### src/sv/dba_pkg.sv
// Shared definitions for the draw-batch admission core.
// Holds command and reason codes, counter slots and default sizes.
// No dependencies; imported by draw_batch_admission_core, its checkers and its bench.
package dba_pkg;

    // Default batch capacity in indices and number of addressable buffer groups.
    localparam int unsigned MAX_INDICES_DEF = 65536;
    localparam int unsigned MAX_GROUPS      = 64;

    // Field widths fixed by the word format.
    localparam int unsigned CMD_W    = 2;
    localparam int unsigned FOG_W    = 8;
    localparam int unsigned CNT_W    = 16;
    localparam int unsigned GRP_W    = 6;
    localparam int unsigned PASS_W   = 4;
    localparam int unsigned SEL_W    = 3;
    localparam int unsigned REASON_W = 3;
    localparam int unsigned DCNT_W   = 17;
    localparam int unsigned STAT_W   = 32;
    localparam int unsigned NSTAT    = 8;
    localparam int unsigned GBUILT_W = 7;
    localparam int unsigned CFG_IDX_W  = 1;
    localparam int unsigned CFG_DATA_W = 7;

    // Configuration register indexes.
    localparam logic [CFG_IDX_W-1:0] CFG_ENABLE       = 1'd0;
    localparam logic [CFG_IDX_W-1:0] CFG_GROUPS_BUILT = 1'd1;

    typedef enum logic [CMD_W-1:0] {
        CMD_OFFER = 2'd0,
        CMD_FLUSH = 2'd1,
        CMD_READ  = 2'd2,
        CMD_CLEAR = 2'd3
    } t_cmd;

    typedef enum logic [REASON_W-1:0] {
        RSN_OK       = 3'd0,
        RSN_DISABLED = 3'd1,
        RSN_NOTRES   = 3'd2,
        RSN_STYLE    = 3'd3,
        RSN_LIT      = 3'd4,
        RSN_FOG      = 3'd5,
        RSN_FULL     = 3'd6,
        RSN_SPLIT    = 3'd7
    } t_reason;

    // Statistics counter slots.
    localparam logic [SEL_W-1:0] STAT_DRAWS  = 3'd0;
    localparam logic [SEL_W-1:0] STAT_SURFS  = 3'd1;
    localparam logic [SEL_W-1:0] STAT_TRIS   = 3'd2;
    localparam logic [SEL_W-1:0] STAT_NOTRES = 3'd3;
    localparam logic [SEL_W-1:0] STAT_LIT    = 3'd4;
    localparam logic [SEL_W-1:0] STAT_SPLIT  = 3'd5;
    localparam logic [SEL_W-1:0] STAT_FULL   = 3'd6;
    localparam logic [SEL_W-1:0] STAT_STYLE  = 3'd7;

endpackage

### src/sv/draw_batch_admission_core.sv
// The result word of a taken command word is registered and shows in the next cycle.
// Throughput: one command word per cycle; the result register frees itself in
// the same cycle it is taken, so input is stalled only while i_out_stall holds a result.
// Reset (synchronous, active low) empties the batch, clears all eight counters,
// disables batching, sets groups_built to zero and drops the result valid.
// Depends on dba_pkg.
module draw_batch_admission_core #(
    parameter int unsigned MAX_INDICES = dba_pkg::MAX_INDICES_DEF
) (
    input  logic                           i_clk,
    input  logic                           i_rst_n,
    // Configuration write port
    input  logic                           i_cfg_we,
    input  logic [dba_pkg::CFG_IDX_W-1:0]  i_cfg_index,
    input  logic [dba_pkg::CFG_DATA_W-1:0] i_cfg_data,
    // Command channel
    input  logic                           i_in_valid,
    output logic                           o_in_stall,
    input  logic [dba_pkg::CMD_W-1:0]      i_command,
    input  logic                           i_resident,
    input  logic                           i_style_stale,
    input  logic                           i_surface_lit,
    input  logic [dba_pkg::FOG_W-1:0]      i_fog_num,
    input  logic [dba_pkg::CNT_W-1:0]      i_index_count,
    input  logic [dba_pkg::GRP_W-1:0]      i_group,
    input  logic [dba_pkg::PASS_W-1:0]     i_draw_passes,
    input  logic [dba_pkg::SEL_W-1:0]      i_stat_select,
    // Result channel
    output logic                           o_out_valid,
    input  logic                           i_out_stall,
    output logic                           o_accepted,
    output logic [dba_pkg::REASON_W-1:0]   o_reason,
    output logic                           o_draw_valid,
    output logic [dba_pkg::DCNT_W-1:0]     o_draw_index_count,
    output logic [dba_pkg::GRP_W-1:0]      o_draw_group,
    output logic [dba_pkg::FOG_W-1:0]      o_draw_fog,
    output logic [dba_pkg::STAT_W-1:0]     o_stat_value
);
    import dba_pkg::*;

    // Batch index width, the width of a capacity sum, and the divide-by-three
    // reciprocal: floor(x * ceil(2^K / 3) / 2^K) is exact for x below 2^BW.
    localparam int unsigned BW    = $clog2(MAX_INDICES + 1);
    localparam int unsigned SUMW  = ((BW > CNT_W) ? BW : CNT_W) + 1;
    localparam int unsigned DIV_K = BW + 2;
    localparam int unsigned PRODW = BW + DIV_K;
    localparam logic [DIV_K-1:0] DIV3_MAGIC = DIV_K'(((1 << DIV_K) + 2) / 3);
    localparam logic [SUMW-1:0]  CAP        = SUMW'(MAX_INDICES);

    // Configuration registers.
    logic                r_enable;
    logic [GBUILT_W-1:0] r_groups_built;

    // Open batch state.
    logic [BW-1:0]    r_batch_idx,  n_batch_idx;
    logic [GRP_W-1:0] r_batch_grp,  n_batch_grp;
    logic             r_batch_gval, n_batch_gval;
    logic [FOG_W-1:0] r_batch_fog,  n_batch_fog;

    // Statistics counters, each updated at its own slot.
    logic [STAT_W-1:0] r_stat [NSTAT];
    logic [STAT_W-1:0] n_stat [NSTAT];

    // Result register.
    logic                r_out_valid;
    logic                r_accepted,   n_accepted;
    t_reason             r_reason,     n_reason;
    logic                r_draw_valid, n_draw_valid;
    logic [DCNT_W-1:0]   r_draw_cnt,   n_draw_cnt;
    logic [GRP_W-1:0]    r_draw_grp,   n_draw_grp;
    logic [FOG_W-1:0]    r_draw_fog,   n_draw_fog;
    logic [STAT_W-1:0]   r_stat_val,   n_stat_val;

    logic              take;
    t_cmd              cmd;
    logic [SUMW-1:0]   idx_sum;
    logic [SUMW-1:0]   batch_ext;
    logic [PRODW-1:0]  div_prod;
    logic [BW-1:0]     tris;
    logic              flush_ok;
    logic [8:0]        grp_ext;

    // A new word is taken whenever the result register is empty or being drained.
    assign o_in_stall = r_out_valid && i_out_stall;
    assign take       = i_in_valid && !o_in_stall;
    assign cmd        = t_cmd'(i_command);

    // Capacity sum, triangle count of the open batch and flush validity.
    assign batch_ext = SUMW'(r_batch_idx);
    assign idx_sum   = batch_ext + SUMW'(i_index_count);
    assign div_prod  = PRODW'(r_batch_idx) * PRODW'(DIV3_MAGIC);
    assign tris      = div_prod[PRODW-1:DIV_K];
    assign grp_ext   = 9'(r_batch_grp);
    assign flush_ok  = (r_batch_idx != '0) && r_batch_gval
                       && (grp_ext < 9'(r_groups_built))
                       && (grp_ext < 9'(MAX_GROUPS));

    // Command decode: next batch state, counters and result word.
    always_comb begin
        n_batch_idx  = r_batch_idx;
        n_batch_grp  = r_batch_grp;
        n_batch_gval = r_batch_gval;
        n_batch_fog  = r_batch_fog;
        for (int k = 0; k < NSTAT; k++) begin
            n_stat[k] = r_stat[k];
        end
        n_accepted   = 1'b0;
        n_reason     = RSN_OK;
        n_draw_valid = 1'b0;
        n_draw_cnt   = '0;
        n_draw_grp   = '0;
        n_draw_fog   = '0;
        n_stat_val   = '0;

        unique case (cmd)
            CMD_OFFER: begin
                // Checks in priority order; the first failure decides.
                if (!r_enable) begin
                    n_reason = RSN_DISABLED;
                end else if (!i_resident) begin
                    n_reason = RSN_NOTRES;
                    n_stat[STAT_NOTRES] = r_stat[STAT_NOTRES] + 1'b1;
                end else if (i_style_stale) begin
                    n_reason = RSN_STYLE;
                    n_stat[STAT_STYLE] = r_stat[STAT_STYLE] + 1'b1;
                end else if (i_surface_lit) begin
                    n_reason = RSN_LIT;
                    n_stat[STAT_LIT] = r_stat[STAT_LIT] + 1'b1;
                end else if ((r_batch_idx != '0) && (i_fog_num != r_batch_fog)) begin
                    n_reason = RSN_FOG;
                end else begin
                    // An empty batch takes this surface's fog, whatever follows.
                    if (r_batch_idx == '0) begin
                        n_batch_fog = i_fog_num;
                    end
                    if (idx_sum > CAP) begin
                        n_reason = RSN_FULL;
                        n_stat[STAT_FULL] = r_stat[STAT_FULL] + 1'b1;
                    end else if (r_batch_gval && (r_batch_grp != i_group)) begin
                        n_reason = RSN_SPLIT;
                        n_stat[STAT_SPLIT] = r_stat[STAT_SPLIT] + 1'b1;
                    end else begin
                        n_accepted   = 1'b1;
                        n_batch_idx  = idx_sum[BW-1:0];
                        n_batch_grp  = i_group;
                        n_batch_gval = 1'b1;
                        n_stat[STAT_SURFS] = r_stat[STAT_SURFS] + 1'b1;
                    end
                end
            end
            CMD_FLUSH: begin
                if (flush_ok) begin
                    n_stat[STAT_TRIS]  = r_stat[STAT_TRIS] + STAT_W'(tris);
                    n_stat[STAT_DRAWS] = r_stat[STAT_DRAWS] + STAT_W'(i_draw_passes);
                    n_draw_valid = 1'b1;
                    n_draw_cnt   = batch_ext[DCNT_W-1:0];
                    n_draw_grp   = r_batch_grp;
                    n_draw_fog   = r_batch_fog;
                end
                // Every flush empties the batch.
                n_batch_idx  = '0;
                n_batch_grp  = '0;
                n_batch_gval = 1'b0;
                n_batch_fog  = '0;
            end
            CMD_READ: begin
                n_stat_val = r_stat[i_stat_select];
            end
            CMD_CLEAR: begin
                for (int k = 0; k < NSTAT; k++) begin
                    n_stat[k] = '0;
                end
            end
            default: begin
            end
        endcase
    end

    // Configuration writes.
    always_ff @(posedge i_clk) begin
        if (!i_rst_n) begin
            r_enable       <= 1'b0;
            r_groups_built <= '0;
        end else if (i_cfg_we) begin
            unique case (i_cfg_index)
                CFG_ENABLE:       r_enable       <= i_cfg_data[0];
                CFG_GROUPS_BUILT: r_groups_built <= i_cfg_data[GBUILT_W-1:0];
                default: begin
                end
            endcase
        end
    end

    // Batch state and counters advance on each taken word.
    always_ff @(posedge i_clk) begin
        if (!i_rst_n) begin
            r_batch_idx  <= '0;
            r_batch_grp  <= '0;
            r_batch_gval <= 1'b0;
            r_batch_fog  <= '0;
            for (int k = 0; k < NSTAT; k++) begin
                r_stat[k] <= '0;
            end
        end else if (take) begin
            r_batch_idx  <= n_batch_idx;
            r_batch_grp  <= n_batch_grp;
            r_batch_gval <= n_batch_gval;
            r_batch_fog  <= n_batch_fog;
            for (int k = 0; k < NSTAT; k++) begin
                r_stat[k] <= n_stat[k];
            end
        end
    end

    // Result valid: set by a new word, cleared once the word is taken.
    always_ff @(posedge i_clk) begin
        if (!i_rst_n) begin
            r_out_valid <= 1'b0;
        end else if (take) begin
            r_out_valid <= 1'b1;
        end else if (!i_out_stall) begin
            r_out_valid <= 1'b0;
        end
    end

    // Result payload.
    always_ff @(posedge i_clk) begin
        if (take) begin
            r_accepted   <= n_accepted;
            r_reason     <= n_reason;
            r_draw_valid <= n_draw_valid;
            r_draw_cnt   <= n_draw_cnt;
            r_draw_grp   <= n_draw_grp;
            r_draw_fog   <= n_draw_fog;
            r_stat_val   <= n_stat_val;
        end
    end

    assign o_out_valid        = r_out_valid;
    assign o_accepted         = r_accepted;
    assign o_reason           = r_reason;
    assign o_draw_valid       = r_draw_valid;
    assign o_draw_index_count = r_draw_cnt;
    assign o_draw_group       = r_draw_grp;
    assign o_draw_fog         = r_draw_fog;
    assign o_stat_value       = r_stat_val;

endmodule

### config.mk
export PLATFORM = sky130hd
export DESIGN_NAME = draw_batch_admission_core
export DESIGN_NICKNAME = d
export VERILOG_FILES = /design/src/sv/dba_pkg.sv /design/src/sv/draw_batch_admission_core.sv
export SDC_FILE = /design/constraint.sdc
export NUM_CORES = 1
export LEC_CHECK = 0
export BUFFER_PORTS_ARGS = -buffer_cell sky130_fd_sc_hd__buf_4
export CAP_MARGIN = 20
export CORE_ASPECT_RATIO = 0.8
export CORE_MARGIN = 2
export CORE_UTILIZATION = 30
export CTS_CLUSTER_DIAMETER = 60
export DETAILED_ROUTE_END_ITERATION = 7
export GPL_TIMING_DRIVEN = 0
export PLACE_DENSITY = 0.51
export SLEW_MARGIN = 10
export SYNTH_ARGS = -nofsm -noshare
export SYNTH_HDL_FRONTEND = slang
export SYNTH_SLANG_ARGS = --single-unit
### constraint.sdc
create_clock -name i_clk -period 22.4 [get_ports i_clk]
set_clock_uncertainty 0.2 [all_clocks]
set_input_delay 4.48 -clock i_clk [delete_from_list [all_inputs] [get_ports i_clk]]
set_output_delay 4.48 -clock i_clk [all_outputs]
set_load 0.01 [all_outputs]
==> key figures <==
Routing
  • DRC Markers: 0
  • Vias: 18416
  • Total wire length: 67.91 mm
  • DRT Pass-1 Iters: 5
  • ANT nets after route: 0
  • Drt wl/cell: 18.39 µm
  • Vias/cell: 4.987
  • Starting DRT DRC Count: 1241

Min path
  • Hold path start: r_groups_built[0]$_SDFFE_PN0P_
  • Hold endpoint: r_groups_built[0]$_SDFFE_PN0P_
  • Hold crit path type: flop to flop
  • Hold Crit Depth: 2

STA
  • Final setup violating endpoints: 0
  • RSZ-0062 raised after global routing: no
  • Fin crit period: 9.688 ns
  • Period utilisation layout: 0.4325
  • Setup tns final: 0 ns
  • Hold WS: 0.2587 ns
  • Slew Viols, Final: 0
  • Final hold viol count: 0
  • Fmax: 103.2 MHz
  • Worst Tran Pin Value: 1.089 ns
  • Max_slew headroom: 0.2733

Final layout
  • Share of layout cells above drive strength 1: 0.1132
  • Final Cell Area: 29140 µm²
  • # fillers: 8205
  • Area grow syn2layout: 15.86%
  • Total Nets Final: 2866

Floorplanning
  • Die Height: 263.0 µm
  • Core area: 82680 µm²
  • Ports: 125
  • Full die area: 86170 µm²
  • Initial core utilization: 0.3042
  • Rows: 94
  • Die Wd: 327.7 µm

Worst setup path
  • Critical Path Source: r_batch_idx[5]$_SDFFE_PN0P_
  • Critical-path top delay cell: dfxtp_1
  • CP Capture Type: flop
  • R2r endpoint: r_stat[2][30]$_SDFFCE_PN0P_
  • Buf/Inv on CP: 6
  • Worst setup path class: flop to flop
  • Max stage delay on crit path: 0.59 ns
  • Worst r2r path cells: 30
  • Worst EP arrival: 9.80 ns
  • Reg2reg start: r_batch_idx[5]$_SDFFE_PN0P_
  • Startpoint Class: flop
  • Worst EP required: 22.51 ns
  • Worst-path fanout max: 8
  • Cell family with most CP delay: adder cells
  • R2r setup slk: 12.71 ns

Placed design
  • Post-DP HPWL: 53.57 mm
  • GPL Wtd Cong: 0.9130
  • Placement Cell Area: 27610 µm²
  • Number of port buffers: 119

Power and ir drop
  • PD cells: 65.73 nW/µm²
  • Switching fraction of total power: 0.2825
  • Comb power frac: 0.160
  • Clock power frac: 0.396
  • Flop pwr share: 0.444
  • Total leakage power: 11.53 nW
  • Int Power: 1.374 mW
  • NetSw: 540.9 µW
  • VDD IR max: 0.04533 mV

Synth
  • Most common cell in the netlist: edfxtp_1
  • Dominant synthesized flop cell: edfxtp_1
  • Syn Nets: 2692
  • Async set-reset flop share out of synthesis: 0
  • Area share of the largest cell type after synthesis: 0.3869
  • Number of synthesized flops with an enable pin: 324
  • Post-Syn Instances: 2379
  • Post-synthesis cell type count: 67
  • Synth Cell Area: 25150 µm²
  • Synthesis Warnings: 0
  • Top post-synthesis cells by area: edfxtp_1 (39%), ha_1 (8.6%), fa_1 (6.8%), mux4_2 (5.7%), xor2_1 (5.7%)
  • Register area share after synthesis: 0.4195
  • Post-synth top cells: edfxtp_1 (324), nor2_1 (315), inv_1 (193)
  • Mapped Avg Cell Area: 10.57 µm²
  • Synth Register Bits: 365
  • Synth area leader: edfxtp_1

GRT
  • Initial antenna violation count: 1
  • Pin count of the biggest net entering global routing: 78
  • All-layer global routing usage: 0.1561
  • First-pass GRT wire length: 105.4 mm
  • Gr ovfl total: 0
  • Vias in the first global route: 17992

Status
  • Run status: complete, no violations

Clock network
  • CTS tree: built
  • Clk root buf: clkbuf_16
  • Reg clk slew, reported paths: 0.06 ns
  • H-tree levels: 2
  • Post-cts resize count: 0
  • Post-CTS Setup Bufs: 0
  • Longest Clk Path Bufs: 3
  • Post-CTS Hold Buffers: 0
  • CTS Sinks: 365
  • CTS Buf Count: 46
  • Worst skew pair latency: 0.58 ns

Run
  • Max cap viols: 0
[layer usage]
metal | share of wire | track usage
met1 | 0.48 | 0.2330
met4 | 0.015 | 0.03075
met3 | 0.056 | 0.02121
met2 | 0.45 | 0.2405
met5 | 0 | 0
[flip-flops by register name, summed over array words and instances, names as in the netlist, 3 cells and up]
name / cells
o_draw_group: 6
r_batch_idx: 17
r_batch_fog: 8
o_reason: 3
r_stat: 256
r_batch_grp: 6
r_groups_built: 7
o_draw_index_count: 17
o_draw_fog: 8
o_stat_value: 32
[stage by stage]
step	utilization	total power, mW	setup slack (ns)	instances
after floorplan	-	1.052	11.95	2379
after global placement	0.3317	1.162	8.640	3602
after detailed placement	0.3339	1.169	12.64	3609
after CTS	0.3524	1.933	12.62	3692
after global routing	0.3524	2.000	12.00	3693
final	0.3524	1.915	12.71	3693
[logic make-up after synthesis]
family | count (synthesis) | share of synthesized area
DFF | 365 | 0.4195
and+or+nand+nor | 875 | 0.1649
buffers and inverters | 273 | 0.04110
AOI/OAI and AO/OA | 267 | 0.06453
muxes | 104 | 0.07334
xor gates and xnor gates | 237 | 0.08254
adders and majority gates | 258 | 0.1540
[power by group through the flow]
stage	Combinational [mW]	Sequential, mW	Clock [mW]
after floorplan	0.206	0.846	0
after CTS	0.310	0.848	0.775
after global placement	0.297	0.865	0
after global routing	0.343	0.856	0.801
final	0.307	0.850	0.759
after detailed placement	0.307	0.862	0
[how the worst max path moves through the flow]
stage | cells after the start | to | slack (ns)
3_3_place_gp | 4 | r_stat[2][28]$_SDFFCE_PN0P_ | 8.64
4_1_cts | 32 | r_stat[2][30]$_SDFFCE_PN0P_ | 12.62
6_report | 30 | r_stat[2][30]$_SDFFCE_PN0P_ | 12.71
5_1_grt | 32 | r_stat[2][22]$_SDFFCE_PN0P_ | 12.00
3_5_place_dp | 31 | r_stat[2][30]$_SDFFCE_PN0P_ | 12.64
2_1_floorplan | 4 | r_stat[0][0]$_SDFFCE_PN0P_ | 11.95
[layout make-up]
| type | count | area (µm²) | share of cell area |
|---|---|---|---|
| sequential | 365 | 10550 | 0.3621 |
| buffer | 78 | 301.5 | 0.01035 |
| tap | 1104 | 1381 | 0.04741 |
| clock buffer | 56 | 1230 | 0.04221 |
| multi-input combinational | 1741 | 13620 | 0.4676 |
| clock inverter | 27 | 291.5 | 0.01001 |
| timing repair buffer | 126 | 1018 | 0.03496 |
| antenna | 1 | 2.502 | 0.00008589 |
| inverter | 195 | 737.0 | 0.02529 |
[cells in the final DEF (no fill, tap or decap), types with 6 or more instances in the layout]
master and count:
o211ai_1 15, nand2_1 159, buf_4 119, fa_1 86
a21o_1 21, a21oi_1 105, nor4_1 14, clkbuf_16 47
xor2_1 163, dfxtp_1 41, buf_1 13, and3_1 55
or2_2 6, clkbuf_1 70, edfxtp_1 324, nor2_1 315
clkinvlp_4 6, nor3_1 46, inv_1 193, mux2i_1 38
nand4_1 42, nand2b_1 12, clkinv_2 7, o21a_1 15
nor2b_1 19, nand3_1 105, mux4_2 64, or3_1 52
and2_1 26, o21ai_0 57, buf_12 6, ha_1 172
xnor2_1 74
[worst register-to-register path: cells and delay by family, from the launching register on]
kind	cells	cell delay (ns)
and+or+nand+nor	4	0.75
AOI/OAI and AO/OA	10	3.03
DFF	1	0.59
xor gates and xnor gates	2	0.40
adders and majority gates	8	3.60
buffers and inverters	6	0.85
Power figures use the tool's default switching activity.
